File: config.mk
export PLATFORM = sky130hd
export DESIGN_NAME = fpsqrt_stage
export DESIGN_NICKNAME = d
export VERILOG_FILES = /design/src/rtl/fpsqrt_pkg.sv /design/src/rtl/fpsqrt_stage.sv
export SDC_FILE = /design/constraint.sdc
export NUM_CORES = 1
export LEC_CHECK = 0
export BUFFER_PORTS_ARGS = -buffer_cell sky130_fd_sc_hd__buf_2
export CORE_AREA = 4 4 124 126
export DETAILED_ROUTE_END_ITERATION = 12
export DIE_AREA = 0 0 128 130
export HOLD_SLACK_MARGIN = 0.1
export PLACE_DENSITY = 0.74
export SYNTH_ARGS = -nofsm -noshare
export SYNTH_HDL_FRONTEND = slang
export SYNTH_SLANG_ARGS = --single-unit
File: constraint.sdc
create_clock -name clk_i -period 2.4 [get_ports clk_i]
set_clock_uncertainty 0.2 [all_clocks]
set_input_delay 0.48 -clock clk_i [delete_from_list [all_inputs] [get_ports clk_i]]
set_output_delay 0.48 -clock clk_i [all_outputs]
set_load 0.05 [all_outputs]
File: src/rtl/fpsqrt_pkg.sv
// ----------------------------------------------------------------------------
// fpsqrt_pkg
// Widths and constants shared by the square root pipeline.
// ----------------------------------------------------------------------------
`default_nettype none

package fpsqrt_pkg;

  localparam int DATA_W         = 32;
  localparam int PRE_SHIFT      = 7;
  localparam int POST_SHIFT     = 8;
  localparam int ROOT_W         = DATA_W - POST_SHIFT;
  localparam int ITERATIONS_DEF = 13;

  typedef logic [DATA_W-1:0] word_t;
  typedef logic [ROOT_W-1:0] root_t;

endpackage

`default_nettype wire

File: src/rtl/fpsqrt_stage.sv
// ----------------------------------------------------------------------------
// fpsqrt_stage
// One normalisation step: v <- v(1+2^-k)^2 and g <- g(1+2^-k) unless a carry.
// ----------------------------------------------------------------------------
`default_nettype none

module fpsqrt_stage #(
  parameter int SHIFT = 1
) (
  input  wire                clk_i,
  input  wire                rst_ni,
  input  wire                valid_i,
  output logic               ready_o,
  input  fpsqrt_pkg::word_t  v_i,
  input  fpsqrt_pkg::word_t  g_i,
  output logic               valid_o,
  input  wire                ready_i,
  output fpsqrt_pkg::word_t  v_o,
  output fpsqrt_pkg::word_t  g_o
);
  import fpsqrt_pkg::*;

  logic              valid_q;
  word_t             v_q, g_q;
  word_t             v_d, g_d;
  logic [DATA_W:0]   t_sum, u_sum;
  logic              keep;

  always_comb begin
    t_sum = {1'b0, v_i} + {1'b0, v_i >> SHIFT};
    u_sum = {1'b0, t_sum[DATA_W-1:0]} + {1'b0, t_sum[DATA_W-1:0] >> SHIFT};
    keep  = !t_sum[DATA_W] && !u_sum[DATA_W];
    v_d   = keep ? u_sum[DATA_W-1:0] : v_i;
    g_d   = keep ? (g_i + (g_i >> SHIFT)) : g_i;
  end

  // Take a new transaction when empty or when the downstream drains this one
  assign ready_o = !valid_q || ready_i;

  always_ff @(posedge clk_i or negedge rst_ni) begin
    if (!rst_ni) begin
      valid_q <= 1'b0;
    end else if (ready_o) begin
      valid_q <= valid_i;
    end
  end

  always_ff @(posedge clk_i) begin
    if (ready_o && valid_i) begin
      v_q <= v_d;
      g_q <= g_d;
    end
  end

  assign valid_o = valid_q;
  assign v_o     = v_q;
  assign g_o     = g_q;

endmodule

`default_nettype wire

; ---- Word-level counts from Yosys, hierarchy flattened
; Index checks and enable logic that the tools add are counted.
[totals]
register_bits = 65
out_inout_bits = 66
wordCells = 14
in_bits = 68
[classes]
n_mux = 2
n_reduce_logical = 6
add_sub_neg = 3
[op_table]
columns = cell, n
row1 = $add 32x31->33, 2
row2 = $mux 32, 2
row3 = $add 32x31->32, 1
row4 = $logic_not 1->1, 3
row5 = $logic_and 1x1->1, 2
row6 = $logic_or 1x1->1, 1

; ---- Depth between registers and ports, before layout
; Gate-level depths: netlist (run 1).
[depth]
word_depth = 5
mapped_depth = 27
ltp_nobuf = 25

; ---- Worst setup path after synthesis (run 1)
; No wires, ideal clock.
[synth_timing]
kind = input-to-reg
from = in v_i[11]
to = reg g_q[0], in the netlist g_o[0] (data pin)
required_ns = 1.938
path_slack_ns = -2.624
t_arrival_ns = 4.562
n_path_buf = 2
setup_ns = 0.262
stages = 18
path_cell_list = ha_1 -> a21o_1 -> a31o_2 -> a221oi_2 -> a311oi_1 -> or2_2 -> o21ai_0 -> nand2b_1 -> a21o_1 -> a21oi_1 -> xnor2_1 -> ha_1 -> nand3_1 -> or3_1 -> o31ai_4 -> buf_4 -> buf_6 -> mux2_1
[synth_via]
elab_chain_len = 5
word_cells_on_any_way = 6
classes_between = 2 x add/sub / 1 x mux / 3 x reduce/logical
[synth_lines]
columns = element, line_no
row1 = from (decl), fpsqrt_stage.sv:14  ; input fpsqrt_pkg::word_t v_i,
row2 = $add 32x31->33 *, fpsqrt_stage.sv:30  ; t_sum = {1'b0, v_i} + {1'b0, v_i >> SHIFT};
row3 = $add 32x31->33, fpsqrt_stage.sv:31  ; u_sum = {1'b0, t_sum[DATA_W-1:0]} + {1'b0, t_sum[DATA_W-1:0] >> SHIFT};
row4 = $logic_not 1->1, fpsqrt_stage.sv:32  ; keep = !t_sum[DATA_W] && !u_sum[DATA_W];
row5 = $logic_and 1x1->1 *, fpsqrt_stage.sv:32
row6 = $mux 32 *, fpsqrt_stage.sv:34  ; g_d = keep ? (g_i + (g_i >> SHIFT)) : g_i;
row7 = named net g_d[0], fpsqrt_stage.sv:25  ; word_t v_d, g_d;
row8 = to (signal assigned), fpsqrt_stage.sv:51  ; g_q <= g_d;
row9 = to (decl), fpsqrt_stage.sv:24  ; word_t v_q, g_q;
; Mark *: on every way through the listed nets, which the timed path passes. The rest lies on a longest branch.
; A chain may end at the register's enable or synchronous reset.

; ---- Worst setup path after layout (run 1)
[layout_timing]
from = in v_i[1]
to = reg v_q[28], in the netlist v_o[28] (data pin)
[layout_via]
elab_chain_len = 5
word_cells_on_any_way = 6
classes_between = 2 x add/sub / 1 x mux / 3 x reduce/logical
[layout_lines]
columns = element, line_no
row1 = $add 32x31->33 *, fpsqrt_stage.sv:30
row2 = $add 32x31->33, fpsqrt_stage.sv:31
row3 = $logic_not 1->1, fpsqrt_stage.sv:32
row4 = $logic_and 1x1->1, fpsqrt_stage.sv:32
row5 = $mux 32 *, fpsqrt_stage.sv:33  ; v_d = keep ? u_sum[DATA_W-1:0] : v_i;
row6 = named net v_d[28], fpsqrt_stage.sv:25
row7 = to (signal assigned), fpsqrt_stage.sv:50  ; v_q <= v_d;
row8 = to (decl), fpsqrt_stage.sv:24
; Marked as above.

==> flow_summary.json, run 1 <==
{
  "outcome": "finished with violations",
  "violations": "setup timing",
  "grt.overflow.total": 0,
  "tightest_slew_ns": 0.449,
  "switchingPower_mw": 4.29,
  "crit_arrival_ns": 4.63,
  "synth_area_leader_cell": "edfxtp_1",
  "intPower_mw": 5.49,
  "syn_inst": 863,
  "area_delta_synth_final_pct": 61.2,
  "crit_type": "input port to register",
  "ios": 134,
  "synth_compound_area_share_pct": 28.2,
  "powerDensity_nw_per_um2": 829,
  "vdd_drop_max_v": 0.000492,
  "regToRegEndpoint": "v_o[13]",
  "fillCellCount": 800,
  "crit_required_ns": 2.29,
  "path_max_fanout": 8,
  "cts-root-buf": "clkbuf_16",
  "die_area_sq_um": 16600,
  "ant_nets": 0,
  "comb_power_share_pct": 71.1,
  "fin_ws_ns": -2.34,
  "grt_start_max_net_pins": 65,
  "power_frac_seq_pct": 17.1,
  "first_iter_violations": 794,
  "holdPathStages": 2,
  "yosys_warnings": 0,
  "clkPwrFrac_pct": 11.8,
  "antenna_found_initial": 0,
  "crit-reg2reg-launch": "valid_o",
  "ys_seq_elements": 65,
  "grt_usage_pct": 28.9,
  "drc": 0,
  "post-route-min-period_ns": 4.74,
  "async_flop_share_pct": 1.54,
  "fin_crit_sh_pct": 198,
  "timing.slew.headroom_pct": 69.3,
  "drtPass1Iterations": 6,
  "syn-num-nets": 1031,
  "maxSlewViolCount": 0,
  "htreeDepth": 3,
  "multi_input_area_sq_um": 5780,
  "rsz0062_at_grt": "yes",
  "dp_hpwl_mm": 17.9,
  "final_util_pct": 82.4,
  "synth_edf_count": 64,
  "ys_top_cells_by_count": "nand2_1, o21ai_0, ha_1",
  "fp.dieH_um": 130,
  "path_clk_slew_ns": 0.05,
  "synthMuxAreaShare_pct": 0.598,
  "avgViaCountPerCell": 5.82,
  "antenna_cells": 0,
  "drive_above_1_share_pct": 46.3,
  "clock_path_buffers": 2,
  "rrSetupSlack_ns": 0.85,
  "min_from": "valid_i",
  "crit_path_end_kind": "register",
  "cts_made_buffers": 9,
  "grt_first_pass_wirelength_mm": 39.5,
  "synth-main-ff-cell": "edfxtp_1",
  "fmax_ghz": 0.211,
  "netlist_area_sq_um": 7320,
  "regArea_sq_um": 1950,
  "setup_tns_ns": -143.77,
  "cts_tree": "yes",
  "swShare_pct": 43.9,
  "p_leak_nw": 5.72,
  "drt_wl_total_mm": 26.0,
  "core_sq_um": 14300,
  "grt_pass1_vias": 8431,
  "synthTopCellsByArea": "edfxtp_1, ha_1, o21ai_0, nand2_1, a21oi_1",
  "final_net_count": 1484,
  "maxCapViolCount": 0,
  "synth-xor-area-share_pct": 8.62,
  "synth_simple_gate_area_share_pct": 15.4,
  "ys_seq_area_share_pct": 26.6,
  "synth_top_area_share_pct": 26.3,
  "numPortBuffers": 133,
  "synth_top_family_by_area": "compound AO/OA/AOI/OAI gates",
  "finalSetupViolations": 64,
  "hold_violations": 0,
  "wl_per_cell_um": 17.2,
  "ys_types": 70,
  "hold_path.class": "input port to register",
  "row_count": 44,
  "syn_avg_cell_area_sq_um": 8.48,
  "yosys.area_share.adder_pct": 17.4,
  "start_util_pct": 51.1,
  "synth.most_common_cell": "nand2_1",
  "r2r_cells": 3,
  "start_kind": "input port",
  "clock_latency_ns": 0.33,
  "hold_end": "valid_o",
  "via_count": 8766,
  "cts_sinks": 65,
  "die_x_um": 128,
  "place.gp.congestion": 0.945
}
how the worst max path moves through the flow:
stage	start	endpoint	slack [ns]	cells past startpoint
finish	v_i[1]	v_o[28]	-2.34	24
global route	v_i[1]	g_o[30]	-2.61	29
CTS	v_i[1]	v_o[28]	-2.24	24
detailed placement	v_i[1]	g_o[19]	-2.84	25
global placement	v_i[16]	g_o[31]	-2.66	22
floorplan	v_i[0]	g_o[0]	-2.35	22
layout by cell type (no fill, tap or decap), types with 5 or more instances in the layout:
master     instances
a21oi_1           65
nand2_4           18
o21ai_1           33
xnor2_1           34
o21ai_2           24
xor2_1            38
ha_1              92
o21ai_0           45
a21o_1            42
edfxtp_1          64
buf_2            130
nand2_2           26
or2_2              5
ha_4               5
o211ai_1           9
nor2b_1            7
nor2_1            34
clkbuf_16         10
buf_8              6
a31oi_1            7
inv_1             35
a211oi_1           8
buf_16             5
nand4_1            8
nand3_1            8
o31ai_4            6
o21a_1            21
buf_6              7
nor3_1            13
buf_12             8
or3_1              5
nand2_1           67
nand2b_1          15
buf_4            305
and3_1             8
a21oi_2           14
o21bai_1           6
timing repair:
action | CTS | global route
hold buffers | 1 | 0
cloned | 7 | 1
setup endpoints to repair | 64 | 64
buffers inserted | 16 | 9
gates resized for setup | 146 | 74
pin swaps | 62 | 23
endpoints found under the hold margin | 1 | 0
through the flow:
| step | worst slack [ns] | power, mW | instances | hold WS, ns | area, sq um |
|---|---|---|---|---|---|
| after floorplan | -2.35 | 5.08 | 863 | -0.0156 | 7430 |
| after global placement | -2.66 | 7.12 | 1460 | 0.0552 | 10500 |
| after detailed placement | -2.84 | 7.27 | 1460 | 0.0606 | 10500 |
| after CTS | -2.24 | 9.23 | 1499 | 0.169 | 11500 |
| after global routing | -2.61 | 10.3 | 1505 | 0.174 | 11800 |
| final | -2.34 | 9.78 | 1505 | 0.170 | 11800 |
final cells by class:
type                       count  area share [%]
timing repair buffer         463            29.2
clock buffer                   9            1.91
sequential                    65            16.5
multi-input combinational    741            49.0
clock inverter                 7           0.318
inverter                      36            1.15
tap                          184            1.95
cell families after synthesis:
kind of cell    count (synthesis)
simple gates                  240
compound gates                325
xor+xnor                       72
flops                          65
buf+inv                        57
mux                             4
fa+ha+maj                     100
state kept, by name, summed over array words and instances, names as in the netlist:
name,cells
g_o,32
v_o,32
valid_o,1
worst max-delay path: stages:
cell and delay, ns:
buf_8 0.11, ha_4 0.17, inv_2 0.06, fa_2 0.23
nor2b_4 0.05, o31ai_4 0.27, a211oi_2 0.15, or3_4 0.42
o211ai_1 0.27, nor2_1 0.10, nor3_2 0.15, a21oi_1 0.10
nor2_1 0.12, xor2_1 0.22, ha_1 0.30, a21oi_2 0.18
o21ai_1 0.08, a31oi_2 0.19, o21a_1 0.23, o31ai_4 0.10
buf_12 0.15, buf_12 0.15, buf_12 0.15, a22o_1 0.20
layer usage:
layer / up-vias / global-route usage, % / wire [um]
li1: 4151 / - / -
met1: 4138 / 34.8 / 10300
met2: 403 / 53.4 / 13300
met3: 74 / 3.60 / 1530
met4: 0 / 10.0 / 877
met5: - / 0 / 0
power groups by stage:
stage | clock network, mW | logic, mW | registers [mW]
after detailed placement | 0 | 5.58 | 1.69
final | 1.16 | 6.95 | 1.67
after CTS | 1.16 | 6.40 | 1.67
after floorplan | 0 | 2.68 | 2.41
after global placement | 0 | 5.43 | 1.69
after global routing | 1.22 | 7.43 | 1.68
No activity file was read; power rests on OpenSTA's default activity.
==> inputs of run 2 (changes only) <==
--- a/config.mk
+++ b/config.mk
@@ -6,11 +6,13 @@
 export NUM_CORES = 1
 export LEC_CHECK = 0
 export BUFFER_PORTS_ARGS = -buffer_cell sky130_fd_sc_hd__buf_2
-export CORE_AREA = 4 4 124 126
+export CELL_PAD_IN_SITES_DETAIL_PLACEMENT = 1
+export CELL_PAD_IN_SITES_GLOBAL_PLACEMENT = 1
+export CORE_AREA = 4 4 142 144
 export DETAILED_ROUTE_END_ITERATION = 12
-export DIE_AREA = 0 0 128 130
+export DIE_AREA = 0 0 146 148
 export HOLD_SLACK_MARGIN = 0.1
-export PLACE_DENSITY = 0.74
+export PLACE_DENSITY = 0.75
 export SYNTH_ARGS = -nofsm -noshare
 export SYNTH_HDL_FRONTEND = slang
 export SYNTH_SLANG_ARGS = --single-unit
==> run 2 against run 1 <==
The run still ends with setup timing left; combinational power up 25%; cell area increased by 6.0%; worst hold slack lost 0.019 ns; die area up 30%; largest power group unchanged; highest routed layer unchanged.
==> flow_summary.json, run 2 (synthesis gave the netlist of run 1 again) <==
{
  "grt_first_pass_wirelength_mm": 51.1,
  "clock_path_buffers": 2,
  "die_area_sq_um": 21600,
  "cp-startpoint": "v_i[1]",
  "final_net_count": 1517,
  "path_max_fanout": 12,
  "hold_path.class": "input port to register",
  "violations": "setup timing",
  "p_leak_nw": 6.00,
  "outcome": "finished with violations",
  "comb_power_share_pct": 74.8,
  "rrSetupSlack_ns": 0.82,
  "fin_ws_ns": -3.14,
  "regArea_sq_um": 1950,
  "fillCellCount": 2153,
  "fmax_ghz": 0.180,
  "rsz0062_at_grt": "yes",
  "start_util_pct": 39.1,
  "layout_commonest_cell": "buf_4",
  "crit_path_end_kind": "register",
  "via_count": 10800,
  "dpl-instance-area_sq_um": 10600,
  "fp.dieH_um": 148,
  "clock_latency_ns": 0.34,
  "drive_above_1_share_pct": 50.8,
  "core_sq_um": 18700,
  "die_x_um": 146,
  "drtPass1Iterations": 6,
  "power_frac_seq_pct": 14.6,
  "timing.slew.headroom_pct": 55.9,
  "tightest_slew_ns": 0.661,
  "start_kind": "input port",
  "numPortBuffers": 133,
  "regToRegEndpoint": "g_o[30]",
  "post-route-min-period_ns": 5.54,
  "holdPathStages": 2,
  "r2r_cells": 3,
  "cts_sinks": 65,
  "setup_tns_ns": -194.30,
  "hold_violations": 0,
  "maxCapViolCount": 0,
  "htreeDepth": 3,
  "dp_hpwl_mm": 22.4,
  "vdd_drop_max_v": 0.000555,
  "grt_start_max_net_pins": 65,
  "powerDensity_nw_per_um2": 931,
  "min_from": "valid_i",
  "fin_area_sq_um": 12500,
  "wl_per_cell_um": 31.3,
  "grt_usage_pct": 29.0,
  "crit_type": "input port to register",
  "grt_pass1_vias": 9849,
  "path_clk_slew_ns": 0.06,
  "fin_crit_sh_pct": 231,
  "hold_end": "valid_o",
  "place.gp.congestion": 0.876,
  "cts_made_buffers": 9,
  "finalSetupViolations": 64,
  "clkPwrFrac_pct": 10.6,
  "cts-root-buf": "clkbuf_16",
  "ant_nets": 0,
  "crit_arrival_ns": 5.44,
  "avgViaCountPerCell": 6.76,
  "maxSlewViolCount": 0,
  "crit_required_ns": 2.30,
  "first_iter_violations": 1132,
  "area_delta_synth_final_pct": 70.9,
  "final_cell_mix": "buf_4, buf_2, ha_1",
  "swShare_pct": 49.5,
  "intPower_mw": 5.89,
  "row_count": 50,
  "multi_input_area_sq_um": 6140,
  "drc": 0,
  "cts_tree": "yes",
  "crit-reg2reg-launch": "valid_o",
  "ios": 134,
  "grt.overflow.total": 0,
  "drt_wl_total_mm": 49.8,
  "switchingPower_mw": 5.76,
  "antenna_found_initial": 3
}
run 2: cell types whose count changed in the layout (fill, tap and decap cells not counted), moves of 8 or more:
cell	delta
o21ai_0	-8
o21ai_2	+8
buf_4	+34
ha_1	-8
nand2_4	+13
nand2_2	-9
run 2: area by class of cell:
type	instances	share of cell area, %
Antenna cell	3	0.0600
Clock buffer	11	1.86
Clock inverter	5	0.180
Inverter	36	1.12
Multi-Input combinational cell	741	49.1
Sequential cell	65	15.6
Tap cell	234	2.34
Timing Repair Buffer	496	29.8
run 2: worst max-delay path, stage by stage:
cell and delay [ns]:
buf_12 0.11, ha_4 0.17, inv_4 0.05, fa_2 0.26, nor2b_4 0.07, o31ai_4 0.39, and2_4 0.23, nor2b_2 0.04
nand4_1 0.10, nand2_1 0.11, and2_1 0.18, o21ai_1 0.17, nand2b_1 0.15, xor2_2 0.30, buf_4 0.18, ha_2 0.20
a21oi_2 0.06, nor3b_1 0.31, a211o_1 0.20, a21oi_2 0.09, nand2_2 0.12, nand2_1 0.11, o211ai_2 0.18, o21ai_2 0.12
o31ai_4 0.32, buf_12 0.20, buf_8 0.19, mux2_4 0.32
run 2: per-layer routing:
layer	global-route usage [%]	up-vias	routed length, um
met5	0	-	0
met4	14.8	0	5480
met3	4.11	442	4250
met2	53.8	928	23100
met1	32.4	5186	17000
li1	-	4205	-
run 2: repair_timing:
action	CTS	global route
endpoints found under the setup margin	64	64
cloned	2	6
pin swaps	57	75
hold buffers	1	0
setup buffers	26	23
hold endpoints to repair	1	0
resized for setup	132	163
run 2: how the worst max path moves through the flow:
stage	cells past startpoint	slack, ns	end
finish	28	-3.14	g_o[19]
global route	27	-3.20	g_o[12]
CTS	24	-2.30	v_o[2]
detailed placement	25	-3.05	g_o[19]
global placement	25	-2.77	g_o[19]
floorplan	22	-2.35	g_o[0]
run 2: power by group through the flow:
stage                     Clock (mW)  Combinational, mW  Sequential [mW]
final                           1.23               8.72             1.70
after global routing            1.27               8.91             1.71
after CTS                       1.18               6.47             1.67
after detailed placement           0               5.79             1.69
after global placement             0               5.53             1.69
after floorplan                    0               2.68             2.41
run 2: stage by stage:
| step | util [%] | instances | setup WS (ns) | hold slack, ns | power [mW] |
|---|---|---|---|---|---|
| detailed placement | 56.9 | 1517 | -3.05 | 0.0571 | 7.49 |
| floorplan | - | 863 | -2.35 | -0.0156 | 5.08 |
| finish | 66.9 | 1591 | -3.14 | 0.151 | 11.6 |
| global route | 66.9 | 1591 | -3.20 | 0.177 | 11.9 |
| CTS | 61.6 | 1560 | -2.30 | 0.147 | 9.33 |
| global placement | 56.9 | 1517 | -2.77 | 0.0557 | 7.22 |
==> inputs of run 3 (changes only) <==
--- a/config.mk
+++ b/config.mk
@@ -13,6 +13,7 @@
 export DIE_AREA = 0 0 146 148
 export HOLD_SLACK_MARGIN = 0.1
 export PLACE_DENSITY = 0.75
+export SETUP_SLACK_MARGIN = 0.05
 export SYNTH_ARGS = -nofsm -noshare
 export SYNTH_HDL_FRONTEND = slang
 export SYNTH_SLANG_ARGS = --single-unit
==> constraint.sdc (replaced) <==
create_clock -name clk_i -period 4.8 [get_ports clk_i]
set_clock_uncertainty 0.2 [all_clocks]
set_input_delay 0.96 -clock clk_i [delete_from_list [all_inputs] [get_ports clk_i]]
set_output_delay 0.96 -clock clk_i [all_outputs]
set_load 0.05 [all_outputs]
==> run 3 against run 2 <==
The flow still finishes with violations (setup timing); register-to-register slack improved by 2.0 ns; worst hold slack gained 0.036 ns; combinational power down 53%; first-iteration DRC count fell by 36%; core utilization shrank 4.2 points; clock-buffer cell count is 1 higher; sequential share of layout area is 1.0 points higher; critical endpoint is now g_o[4]; highest routed layer unchanged.
==> flow_summary.json, run 3 (synthesis gave the netlist of run 1 again) <==
{
  "crit_type": "input port to register",
  "drive_above_1_share_pct": 46.0,
  "fmax_ghz": 0.175,
  "avgViaCountPerCell": 6.15,
  "cts_sinks": 65,
  "tightest_slew_ns": 0.925,
  "crit_top_cell": "buf_6",
  "core_sq_um": 18700,
  "fin_crit_sh_pct": 119,
  "area_delta_synth_final_pct": 60.1,
  "dp_hpwl_mm": 20.4,
  "cts_hold_buf": 0,
  "fp.dieH_um": 148,
  "cts-root-buf": "clkbuf_16",
  "start_util_pct": 39.1,
  "p_leak_nw": 5.49,
  "max_stage_delay_ns": 0.39,
  "layout_commonest_cell": "buf_4",
  "die_x_um": 146,
  "worst-path-buf-inv": 8,
  "wl_per_cell_um": 25.7,
  "drt_wl_total_mm": 38.0,
  "outcome": "finished with violations",
  "final_net_count": 1407,
  "path_clk_slew_ns": 0.05,
  "maxCapViolCount": 0,
  "grt_usage_pct": 28.3,
  "row_count": 50,
  "place.gp.congestion": 0.837,
  "cts_tree": "yes",
  "hold_violations": 0,
  "path_max_fanout": 7,
  "timing.slew.headroom_pct": 38.3,
  "setup_tns_ns": -52.27,
  "rsz0062_at_grt": "yes",
  "crit_required_ns": 4.76,
  "hold_path.class": "input port to async pin",
  "grt_first_pass_wirelength_mm": 49.5,
  "antenna_found_initial": 2,
  "powerDensity_nw_per_um2": 478,
  "die_area_sq_um": 21600,
  "htreeDepth": 3,
  "grt.overflow.total": 0,
  "cp_slowest_cell": "fa_2",
  "numPortBuffers": 133,
  "vdd_drop_max_v": 0.000167,
  "clock_latency_ns": 0.33,
  "first_iter_violations": 720,
  "path_delay_family": "compound AO/OA/AOI/OAI gates",
  "crit_arrival_ns": 5.69,
  "ant_nets": 0,
  "via_count": 9111,
  "final_util_pct": 62.7,
  "final_cell_mix": "buf_4, buf_2, ha_1",
  "post-route-min-period_ns": 5.73,
  "grt_start_max_net_pins": 65,
  "cts_made_buffers": 9,
  "ios": 134,
  "crit_path_end_kind": "register",
  "clock_path_buffers": 2,
  "maxSlewViolCount": 0,
  "start_kind": "input port",
  "violations": "setup timing",
  "drtPass1Iterations": 5,
  "fin_ws_ns": -0.925,
  "grt_pass1_vias": 9492,
  "finalSetupViolations": 64,
  "drc": 0
}
==> run 3: changes by cell type in the layout (fill, tap and decap cells not counted), sizes merged <==
cell | before | now
clkinv | 5 | 3
bufinv | 0 | 1
clkbuf | 17 | 15
buf | 489 | 383
dlygate4sd3 | 1 | 0
==> run 3: final cells by class <==
cell class | count | area (sq um)
antenna | 3 | 7.51
clock buffer | 12 | 236
clock inverter | 4 | 43.8
fill | 2139 | 6990
inverter | 36 | 138
multi-input combinational | 741 | 6080
sequential | 65 | 1950
tap | 234 | 293
timing repair buffer | 386 | 2980
==> run 3: final timing paths <==
check	from	endpoint	slack [ns]	depth (start not counted)
setup reg to reg	valid_o	g_o[7]	2.83	3
setup / recovery	v_i[0]	g_o[4]	-0.93	28
hold reg to reg	valid_o	valid_o	0.33	2
hold / removal	rst_ni	valid_o	0.19	1
min in group clk_i	valid_o	valid_o	0.33	2
max in group asynchronous	rst_ni	valid_o	4.13	1
==> run 3: routing by layer <==
layer / vias up / GRT usage, % / wire (um)
met2: 484 / 51.3 / 18900
met5: - / 0 / 0
met1: 4464 / 31.6 / 14600
met4: 0 / 14.9 / 2530
li1: 3990 / - / -
met3: 173 / 5.06 / 2020
==> run 3: metrics by stage <==
step                      worst slack (ns)  hold slack, ns  power, mW  cell area (sq um)  cells
after CTS                           -0.466           0.183       4.87              11100   1463
after floorplan                     -0.426           0.464       2.54               7420    863
after global placement              -0.826           0.302       3.49               9790   1405
final                               -0.925           0.187       5.60              11700   1481
after detailed placement             -1.01           0.328       3.61               9790   1405
after global routing                 -1.03           0.181       5.79              11700   1480
==> run 3: timing repair <==
action | 4_1_cts | 5_1_grt
setup endpoints to repair | 64 | 64
resized for setup | 170 | 128
gates cloned | 11 | 3
setup buffers | 31 | 22
pin swaps | 31 | 83
==> run 3: power by group <==
part           total, mW  switching [mW]  internal (mW)
Sequential         0.851          0.0474          0.803
Combinational       4.09            2.34           1.75
Clock              0.662           0.262          0.400
Total               5.60            2.65           2.95
==> run 3: worst reg2reg max path: stages (launching register included) <==
cell and delay, ns:
dfrtp_1 0.37, nand2b_1 0.11, and2_2 0.15, buf_4 0.69
